==> src/rtl/mcspg_pkg.sv <==
// Package: shared types, codes and constants for the servo pulse generator.
package mcspg_pkg;

  // Field widths fixed by the item format.
  localparam int unsigned ModeW  = 2;
  localparam int unsigned ChanW  = 3;
  localparam int unsigned AngleW = 16;
  localparam int unsigned PulseW = 16;
  localparam int unsigned PinsW  = 8;

  // Configuration port.
  localparam int unsigned CfgIdxW  = 2;
  localparam int unsigned CfgDataW = 16;
  localparam int unsigned MinW     = 12;
  localparam int unsigned CpuW     = 6;
  localparam int unsigned FrameW   = 16;

  // Default channel count.
  localparam int unsigned DefaultChannels = 8;

  // Register reset values.
  localparam logic [MinW-1:0]   MinPulseReset   = 12'd92;
  localparam logic [MinW-1:0]   MaxPulseReset   = 12'd150;
  localparam logic [CpuW-1:0]   CyclesPerUsReset = 6'd16;
  localparam logic [FrameW-1:0] FrameTicksReset = 16'd5000;

  // Largest accepted angle in degrees.
  localparam logic [7:0] AngleMax = 8'd180;

  // Reciprocal of 45 for inputs below 2**28: floor(y/45) = (y * Recip45) >> 34.
  localparam int unsigned DivInW    = 28;
  localparam int unsigned RecipShift = 34;
  localparam longint unsigned Recip45 = ((64'd1 << RecipShift) + 64'd44) / 64'd45;
  localparam int unsigned RecipW    = 29;

  // Item modes.
  localparam logic [ModeW-1:0] ModeSet     = 2'd0;
  localparam logic [ModeW-1:0] ModeDisable = 2'd1;
  localparam logic [ModeW-1:0] ModeTick    = 2'd2;

  // Register indexes.
  localparam logic [CfgIdxW-1:0] RegMinPulse   = 2'd0;
  localparam logic [CfgIdxW-1:0] RegMaxPulse   = 2'd1;
  localparam logic [CfgIdxW-1:0] RegCyclesPerUs = 2'd2;
  localparam logic [CfgIdxW-1:0] RegFrameTicks = 2'd3;

  // Input item.
  typedef struct packed {
    logic [ModeW-1:0]         mode;
    logic [ChanW-1:0]         channel;
    logic signed [AngleW-1:0] angle;
  } in_item_t;

  // Result item.
  typedef struct packed {
    logic [PinsW-1:0]  pin_levels;
    logic              frame_start;
    logic [PulseW-1:0] pulse_ticks;
  } out_item_t;

  // Controller states, one-hot.
  typedef enum logic [4:0] {
    StIdle   = 5'b00001,
    StMul1   = 5'b00010,
    StMul2   = 5'b00100,
    StDiv    = 5'b01000,
    StCommit = 5'b10000
  } state_e;

  // Commands from the controller to the datapath.
  typedef struct packed {
    logic idle;
    logic load;
    logic commit;
  } cmd_t;

  // Status from the datapath to the controller.
  typedef struct packed {
    logic is_set;
    logic out_free;
  } status_t;

endpackage

==> src/rtl/multi_channel_servo_pulse_generator_core.sv <==
// Top level: multi-channel servo pulse generator, controller plus datapath.
// A tick, disable, unused-mode or out-of-range set item goes from acceptance straight to
// commit; a set-angle item first passes three multiply/reciprocal stages, then commits.
// The block takes a new item only once the last one is committed: one item is in flight
// at a time, and a stalled result holds the commit and the input.
// Reset (asynchronous, active low) clears all channel pulses, the frame counter,
// the pins and the result valid flag, and loads register defaults 92, 150, 16, 5000.
module multi_channel_servo_pulse_generator_core #(
  parameter int unsigned CHANNELS = mcspg_pkg::DefaultChannels
) (
  input  logic                           clk_i,
  input  logic                           rst_ni,
  input  logic                           cfg_we_i,
  input  logic [mcspg_pkg::CfgIdxW-1:0]  cfg_idx_i,
  input  logic [mcspg_pkg::CfgDataW-1:0] cfg_wdata_i,
  input  logic                           in_valid_i,
  output logic                           in_stall_o,
  input  mcspg_pkg::in_item_t            in_item_i,
  output logic                           out_valid_o,
  input  logic                           out_stall_i,
  output mcspg_pkg::out_item_t           out_item_o
);

  mcspg_pkg::cmd_t    cmd;
  mcspg_pkg::status_t status;

  // Sequencer.
  mcspg_ctrl u_ctrl (
    .clk_i      (clk_i),
    .rst_ni     (rst_ni),
    .in_valid_i (in_valid_i),
    .status_i   (status),
    .cmd_o      (cmd)
  );

  // Arithmetic, channel state and result register.
  mcspg_datapath #(
    .CHANNELS (CHANNELS)
  ) u_datapath (
    .clk_i       (clk_i),
    .rst_ni      (rst_ni),
    .cfg_we_i    (cfg_we_i),
    .cfg_idx_i   (cfg_idx_i),
    .cfg_wdata_i (cfg_wdata_i),
    .in_item_i   (in_item_i),
    .cmd_i       (cmd),
    .status_o    (status),
    .out_stall_i (out_stall_i),
    .out_valid_o (out_valid_o),
    .out_item_o  (out_item_o)
  );

  assign in_stall_o = !cmd.idle;

endmodule

==> src/rtl/mcspg_ctrl.sv <==
// Controller: sequences one item from acceptance through pulse math to commit.
module mcspg_ctrl (
  input  logic              clk_i,
  input  logic              rst_ni,
  input  logic              in_valid_i,
  input  mcspg_pkg::status_t status_i,
  output mcspg_pkg::cmd_t    cmd_o
);

  mcspg_pkg::state_e state_q, state_d;

  // Commands decoded from the current state.
  always_comb begin
    cmd_o.idle   = (state_q == mcspg_pkg::StIdle);
    cmd_o.load   = cmd_o.idle && in_valid_i;
    cmd_o.commit = (state_q == mcspg_pkg::StCommit) && status_i.out_free;
  end

  // Set-angle items for an existing channel walk the multiply and divide stages; others go straight to commit.
  always_comb begin
    state_d = state_q;
    case (state_q)
      mcspg_pkg::StIdle: begin
        if (in_valid_i) begin
          state_d = mcspg_pkg::StCommit;
        end
      end
      mcspg_pkg::StMul1:   state_d = mcspg_pkg::StMul2;
      mcspg_pkg::StMul2:   state_d = mcspg_pkg::StDiv;
      mcspg_pkg::StDiv:    state_d = mcspg_pkg::StCommit;
      mcspg_pkg::StCommit: begin
        if (status_i.out_free) begin
          state_d = mcspg_pkg::StIdle;
        end
      end
      default: state_d = mcspg_pkg::StIdle;
    endcase
    // The mode is decoded from the input item, not the latched one, so divert here.
    if (state_q == mcspg_pkg::StIdle && in_valid_i && status_i.is_set) begin
      state_d = mcspg_pkg::StMul1;
    end
  end

  // State register.
  always_ff @(posedge clk_i or negedge rst_ni) begin
    if (!rst_ni) begin
      state_q <= mcspg_pkg::StIdle;
    end else begin
      state_q <= state_d;
    end
  end

endmodule

==> src/rtl/mcspg_datapath.sv <==
// Datapath: configuration, pulse arithmetic, channel state and result register.
module mcspg_datapath #(
  parameter int unsigned CHANNELS = mcspg_pkg::DefaultChannels
) (
  input  logic                              clk_i,
  input  logic                              rst_ni,
  input  logic                              cfg_we_i,
  input  logic [mcspg_pkg::CfgIdxW-1:0]     cfg_idx_i,
  input  logic [mcspg_pkg::CfgDataW-1:0]    cfg_wdata_i,
  input  mcspg_pkg::in_item_t               in_item_i,
  input  mcspg_pkg::cmd_t                   cmd_i,
  output mcspg_pkg::status_t                status_o,
  input  logic                              out_stall_i,
  output logic                              out_valid_o,
  output mcspg_pkg::out_item_t              out_item_o
);

  localparam int unsigned PadW = (CHANNELS > mcspg_pkg::PinsW) ? CHANNELS : mcspg_pkg::PinsW;
  localparam int unsigned SpanW = mcspg_pkg::MinW + 1;
  localparam int unsigned M1W   = 21;
  localparam int unsigned M2W   = 27;
  localparam int unsigned MagW  = M2W - 1;
  localparam int unsigned ProdW = mcspg_pkg::DivInW + mcspg_pkg::RecipW;
  localparam int unsigned QuoW  = ProdW - mcspg_pkg::RecipShift;
  localparam int unsigned BaseW = mcspg_pkg::MinW + mcspg_pkg::CpuW;
  localparam int unsigned SumW  = QuoW + 2;
  localparam int unsigned ShW   = SumW - 1 - 6;

  // Configuration registers.
  logic [mcspg_pkg::MinW-1:0]   min_q, max_q;
  logic [mcspg_pkg::CpuW-1:0]   cpu_q;
  logic [mcspg_pkg::FrameW-1:0] frame_ticks_q;

  always_ff @(posedge clk_i or negedge rst_ni) begin
    if (!rst_ni) begin
      min_q         <= mcspg_pkg::MinPulseReset;
      max_q         <= mcspg_pkg::MaxPulseReset;
      cpu_q         <= mcspg_pkg::CyclesPerUsReset;
      frame_ticks_q <= mcspg_pkg::FrameTicksReset;
    end else if (cfg_we_i) begin
      case (cfg_idx_i)
        mcspg_pkg::RegMinPulse:    min_q         <= cfg_wdata_i[mcspg_pkg::MinW-1:0];
        mcspg_pkg::RegMaxPulse:    max_q         <= cfg_wdata_i[mcspg_pkg::MinW-1:0];
        mcspg_pkg::RegCyclesPerUs: cpu_q         <= cfg_wdata_i[mcspg_pkg::CpuW-1:0];
        mcspg_pkg::RegFrameTicks:  frame_ticks_q <= cfg_wdata_i[mcspg_pkg::FrameW-1:0];
        default: ;
      endcase
    end
  end

  // Latched item fields; the angle is clamped to 0..180 on the way in.
  logic [mcspg_pkg::ModeW-1:0] mode_q;
  logic [mcspg_pkg::ChanW-1:0] chan_q;
  logic [7:0]                  ang_q, ang_d;
  logic                        chan_ok_q;

  always_comb begin
    if (in_item_i.angle < 0) begin
      ang_d = '0;
    end else if (in_item_i.angle > $signed({8'd0, mcspg_pkg::AngleMax})) begin
      ang_d = mcspg_pkg::AngleMax;
    end else begin
      ang_d = in_item_i.angle[7:0];
    end
  end

  always_ff @(posedge clk_i) begin
    if (cmd_i.load) begin
      mode_q    <= in_item_i.mode;
      chan_q    <= in_item_i.channel;
      ang_q     <= ang_d;
      chan_ok_q <= (32'(in_item_i.channel) < CHANNELS);
    end
  end

  assign status_o.is_set = (in_item_i.mode == mcspg_pkg::ModeSet) &&
                           (32'(in_item_i.channel) < CHANNELS);

  // Pulse arithmetic stages: span*angle, then *cpu, then /45 by reciprocal.
  logic signed [SpanW-1:0] span;
  logic signed [M1W-1:0]   m1_q, span_ext, ang_ext;
  logic signed [M2W-1:0]   m2_q, m1_ext, cpu_ext;
  logic [BaseW-1:0]        base_q;
  logic [MagW-1:0]         mag;
  logic [ProdW-1:0]        prod;
  logic [QuoW-1:0]         quo_q;
  logic                    neg_q;

  always_comb begin
    span     = $signed({1'b0, max_q}) - $signed({1'b0, min_q});
    span_ext = M1W'(span);
    ang_ext  = $signed({{(M1W-8){1'b0}}, ang_q});
    m1_ext   = M2W'(m1_q);
    cpu_ext  = $signed({{(M2W-mcspg_pkg::CpuW){1'b0}}, cpu_q});
    mag      = m2_q[M2W-1] ? MagW'(-m2_q) : m2_q[MagW-1:0];
    prod     = ProdW'({mag, 2'b00}) * ProdW'(mcspg_pkg::Recip45);
  end

  always_ff @(posedge clk_i) begin
    m1_q   <= M1W'(span_ext * ang_ext);
    base_q <= BaseW'(min_q) * BaseW'(cpu_q);
    m2_q   <= M2W'(m1_ext * cpu_ext);
    quo_q  <= prod[ProdW-1:mcspg_pkg::RecipShift];
    neg_q  <= m2_q[M2W-1];
  end

  // Final sum, divide by 64, clamp negative to zero and saturate high.
  logic signed [SumW-1:0]       sum;
  logic [ShW-1:0]               sh;
  logic [mcspg_pkg::PulseW-1:0] pulse;

  always_comb begin
    sum = $signed(SumW'({base_q, 4'b0000}));
    if (neg_q) begin
      sum = sum - $signed(SumW'(quo_q));
    end else begin
      sum = sum + $signed(SumW'(quo_q));
    end
    sh = sum[SumW-2:6];
    if (sum[SumW-1]) begin
      pulse = '0;
    end else if (sh > ShW'(16'hFFFF)) begin
      pulse = '1;
    end else begin
      pulse = sh[mcspg_pkg::PulseW-1:0];
    end
  end

  // Channel state.
  logic [mcspg_pkg::PulseW-1:0] pending_q [CHANNELS];
  logic [mcspg_pkg::PulseW-1:0] frame_pulse_q [CHANNELS];
  logic [mcspg_pkg::FrameW-1:0] elapsed_q, elapsed_d;
  logic [CHANNELS-1:0]          pins_q, pins_d;
  logic [mcspg_pkg::FrameW:0]   elapsed_inc;
  logic                         is_tick, is_write, start;
  logic [mcspg_pkg::PulseW-1:0] new_pulse, pulse_out;

  always_comb begin
    is_tick     = (mode_q == mcspg_pkg::ModeTick);
    is_write    = ((mode_q == mcspg_pkg::ModeSet) || (mode_q == mcspg_pkg::ModeDisable)) &&
                  chan_ok_q;
    new_pulse   = (mode_q == mcspg_pkg::ModeSet) ? pulse : '0;
    pulse_out   = is_write ? new_pulse : '0;
    start       = is_tick && (elapsed_q == '0);
    elapsed_inc = {1'b0, elapsed_q} + 1'b1;
    elapsed_d   = (elapsed_inc >= {1'b0, frame_ticks_q}) ? '0
                                                         : elapsed_inc[mcspg_pkg::FrameW-1:0];
    pins_d = pins_q;
    if (is_tick) begin
      for (int c = 0; c < CHANNELS; c++) begin
        if (start) begin
          pins_d[c] = (pending_q[c] != '0);
        end else if (elapsed_q > frame_pulse_q[c]) begin
          pins_d[c] = 1'b0;
        end
      end
    end
  end

  always_ff @(posedge clk_i or negedge rst_ni) begin
    if (!rst_ni) begin
      for (int c = 0; c < CHANNELS; c++) begin
        pending_q[c]     <= '0;
        frame_pulse_q[c] <= '0;
      end
      elapsed_q <= '0;
      pins_q    <= '0;
    end else if (cmd_i.commit) begin
      for (int c = 0; c < CHANNELS; c++) begin
        if (is_write && (32'(chan_q) == c)) begin
          pending_q[c] <= new_pulse;
        end
        if (start) begin
          frame_pulse_q[c] <= pending_q[c];
        end
      end
      if (is_tick) begin
        elapsed_q <= elapsed_d;
      end
      pins_q <= pins_d;
    end
  end

  // Result register, loaded on commit.
  logic                 out_valid_q;
  mcspg_pkg::out_item_t out_q;
  logic [PadW-1:0]      pins_pad;

  assign pins_pad           = PadW'(pins_d);
  assign status_o.out_free  = !out_valid_q || !out_stall_i;

  always_ff @(posedge clk_i or negedge rst_ni) begin
    if (!rst_ni) begin
      out_valid_q <= 1'b0;
    end else if (cmd_i.commit) begin
      out_valid_q <= 1'b1;
    end else if (!out_stall_i) begin
      out_valid_q <= 1'b0;
    end
  end

  always_ff @(posedge clk_i) begin
    if (cmd_i.commit) begin
      out_q.pin_levels  <= pins_pad[mcspg_pkg::PinsW-1:0];
      out_q.frame_start <= start;
      out_q.pulse_ticks <= pulse_out;
    end
  end

  assign out_valid_o = out_valid_q;
  assign out_item_o  = out_q;

endmodule
==> config.mk <==
export PLATFORM = sky130hd
export DESIGN_NAME = multi_channel_servo_pulse_generator_core
export DESIGN_NICKNAME = d
export VERILOG_FILES = /design/src/rtl/mcspg_pkg.sv /design/src/rtl/multi_channel_servo_pulse_generator_core.sv /design/src/rtl/mcspg_ctrl.sv /design/src/rtl/mcspg_datapath.sv
export SDC_FILE = /design/constraint.sdc
export NUM_CORES = 2
export LEC_CHECK = 0
export BUFFER_PORTS_ARGS = -buffer_cell sky130_fd_sc_hd__buf_4
export CAP_MARGIN = 20
export CORE_ASPECT_RATIO = 0.8
export CORE_MARGIN = 1.5
export CORE_UTILIZATION = 45
export CTS_CLUSTER_SIZE = 24
export DETAILED_ROUTE_END_ITERATION = 8
export SETUP_SLACK_MARGIN = 0.3
export SLEW_MARGIN = 20
export SYNTH_ARGS = -nofsm -noshare
export SYNTH_HDL_FRONTEND = slang
export SYNTH_SLANG_ARGS = --single-unit
==> constraint.sdc <==
create_clock -name clk_i -period 17.55 [get_ports clk_i]
set_input_delay 1.755 -clock clk_i [delete_from_list [all_inputs] [get_ports clk_i]]
set_output_delay 1.755 -clock clk_i [all_outputs]
set_load 0.005 [all_outputs]
==> flow_metrics.tcl <==
set metrics [dict create \
    hold_start "u_datapath.pins_q[4]$_DFFE_PN0P_" \
    syn_nets 5261 \
    drv_slew 0 \
    cts.sinks 460 \
    grt_pass1_wl_microns 169000 \
    yosysSeqAreaShare_pct 26.8 \
    post-route-drc-count 0 \
    ff2ff_setup_slack_ns 8.68 \
    drt_iter0_drc 1911 \
    path_class "register to register" \
    routedWlPerCell_microns 18.9 \
    start_util_pct 45.4 \
    diodes 0 \
    nets 5326 \
    clockBufferDepth 3 \
    cts_made_buffers 51 \
    timing.rr.start "u_datapath.m2_q[0]$_DFF_P_" \
    synth.distinct_cells 78 \
    hold_path_end "u_datapath.pins_q[4]$_DFFE_PN0P_" \
    drive_gt1_share_pct 9.56 \
    cts_setup_buffers 0 \
    synth_edf_count 38 \
    pin_count 71 \
    clkTransAtPathRegs_ns 0.06 \
    max_freq_mhz 113 \
    ys_top_cells_by_area "fa_1 20%, dfrtp_1 19%, ha_1 17%" \
    cp_slowest_cell "fa_1" \
    synthMostInstantiatedCell "inv_1" \
    post-route-util_pct 49.4 \
    yosysWarnings 0 \
    cts_resized 0 \
    io_buffers 70 \
    worst_path_most_repeated_cell "fa_1" \
    synth_top_area_share_pct 20.4 \
    fin_skew_ns 0.0418 \
    slowest_delay_ns 0.56 \
    synth_area_leader_cell "fa_1" \
    hp-class "register to register" \
    dieArea_sq_mm 0.0954 \
    clockRootBuffer "clkbuf_16" \
    r2r_end "u_datapath.quo_q[22]$_DFF_P_" \
    gr-total-overflow 0 \
    synth_flop_cell "dfrtp_1" \
    synthTopCellsByCount "795 x inv_1, 564 x ha_1, 429 x fa_1" \
    post-route-min-period_ns 8.87 \
    ctsHoldBuffers 0 \
    worstSkewPairLatency_ns 0.64 \
    end_kind "register" \
    cap_violations 0 \
    reg2reg_depth 30 \
    die_w_microns 345 \
    die_h_microns 277 \
    finalHoldViolCount 0 \
    fin_crit_sh_pct 50.6 \
    drtAntennaViolNets 0 \
    whs_path_depth 1 \
    setup_violations 0 \
    timing.setup.tns_ns 0 \
    vias 29200 \
    synthArstFlopShare_pct 72.2 \
    slew_headroom_pct 21.2 \
    drt-total-wl_microns 105000 \
    place.gp.congestion 0.953 \
    row_count 100 \
    grt.total_usage_pct 22.5 \
    cp_data_required_time_ns 18.04 \
    avgSynthCellArea_sq_um 9.97 \
    antenna_found_initial 5 \
    critPathArrivalTime_ns 9.36 \
    core-area_sq_mm 0.0928 \
    syn2layout_area_growth_pct 8.99 \
    vias_per_cell 5.26 \
    rsz0062_at_grt "false" \
    worst_pin_slew_ns 1.18 \
    place_hpwl_microns 81200 \
    h-tree-depth 2 \
    grt_max_degree 118 \
    status "finished, final reports clean" \
    path_max_fanout 8 \
    syn_inst 4224 \
    syn-cell-area_sq_mm 0.0421 \
    startpoint_type "register" \
    synth_seq_cells 460 \
    cts_tree "built" \
    first_pass_iters 5 \
    grt_pass1_vias 29400 \
]
-- logic make-up after synthesis --
kind of cell             count (synthesis)  synth area share (%)
XOR/XNOR                               145                  3.03
multiplexers                           174                  4.64
flip-flops                             460                  26.8
adder cells (fa/ha/maj)                993                  37.2
AND/OR/NAND/NOR                        958                  11.2
buffers and inverters                  885                  7.91
AO/OA/AOI/OAI                          609                  9.28
-- layout by cell type (no fill, tap or decap), types with 53 or more instances in the layout --
| master | count |
|---|---|
| o21ai_0 | 210 |
| buf_4 | 96 |
| and2_1 | 152 |
| fa_1 | 429 |
| ha_1 | 564 |
| a21oi_1 | 117 |
| xnor2_1 | 107 |
| clkbuf_16 | 53 |
| mux2_2 | 171 |
| nand2_1 | 381 |
| nor2_1 | 110 |
| dfxtp_1 | 90 |
| a21o_1 | 73 |
| inv_1 | 795 |
| dfrtp_1 | 317 |
-- state kept, by name (all words and copies together) (netlist names), 12 cells and up --
| signal | flops |
|---|---|
| u_datapath.quo_q | 23 |
| u_datapath.elapsed_q | 16 |
| u_datapath.max_q | 12 |
| u_datapath.out_item_o | 25 |
| u_datapath.base_q | 18 |
| u_datapath.frame_ticks_q | 16 |
| u_datapath.m2_q | 27 |
| u_datapath.pending_q | 128 |
| u_datapath.min_q | 12 |
| u_datapath.m1_q | 21 |
| u_datapath.frame_pulse_q | 128 |
-- critical path: cells and delay by family, from the launching register on --
kind	cells	cell delay (ns)
buffers and inverters	5	0.46
and+or+nand+nor	4	1.19
AOI/OAI and AO/OA	10	2.15
xor gates and xnor gates	3	0.88
DFF	1	0.45
adders and majority gates	8	3.62
-- metal layers --
layer  vias up  part of all wire [%]  GRT usage (%)
li1      14000                     -              -
met1     14500                    52           36.0
met2       639                    41           32.6
met3        96                   5.2           2.54
met4         0                   1.6           4.14
met5         -                     0              0
-- final cells by class --
cell class / instances / area [sq um]
Timing Repair Buffer: 100 / 790
Sequential cell: 460 / 11300
Multi-Input combinational cell: 2879 / 27500
Clock buffer: 75 / 1550
Tap cell: 1224 / 1530
Fill cell: 8707 / 46900
Clock inverter: 19 / 220
Inverter: 797 / 2990
-- per-stage QoR --
step	std cells	instance area [sq um]	hold WS [ns]	setup slack, ns
final	5554	45900	0.479	8.68
after global routing	5554	45900	0.490	8.12
after CTS	5552	45800	0.482	8.69
after detailed placement	5458	44100	0.468	8.71
after global placement	5458	44100	0.462	8.86
after floorplan	4224	42100	0.329	9.68
-- worst max path at each step --
stage,slack [ns],start,endpoint,cells past startpoint
after CTS,8.69,u_datapath.m2_q[0]$_DFF_P_,u_datapath.quo_q[22]$_DFF_P_,30
after global placement,8.86,u_datapath.m2_q[0]$_DFF_P_,u_datapath.quo_q[22]$_DFF_P_,30
after detailed placement,8.71,u_datapath.m2_q[0]$_DFF_P_,u_datapath.quo_q[22]$_DFF_P_,30
after global routing,8.12,u_datapath.m2_q[0]$_DFF_P_,u_datapath.quo_q[22]$_DFF_P_,30
after floorplan,9.68,u_datapath.m2_q[5]$_DFF_P_,u_datapath.quo_q[22]$_DFF_P_,29
final,8.68,u_datapath.m2_q[0]$_DFF_P_,u_datapath.quo_q[22]$_DFF_P_,30
Power is not shown: default switching activity piles up to over one toggle a cycle in this logic, so the estimate is an artifact.
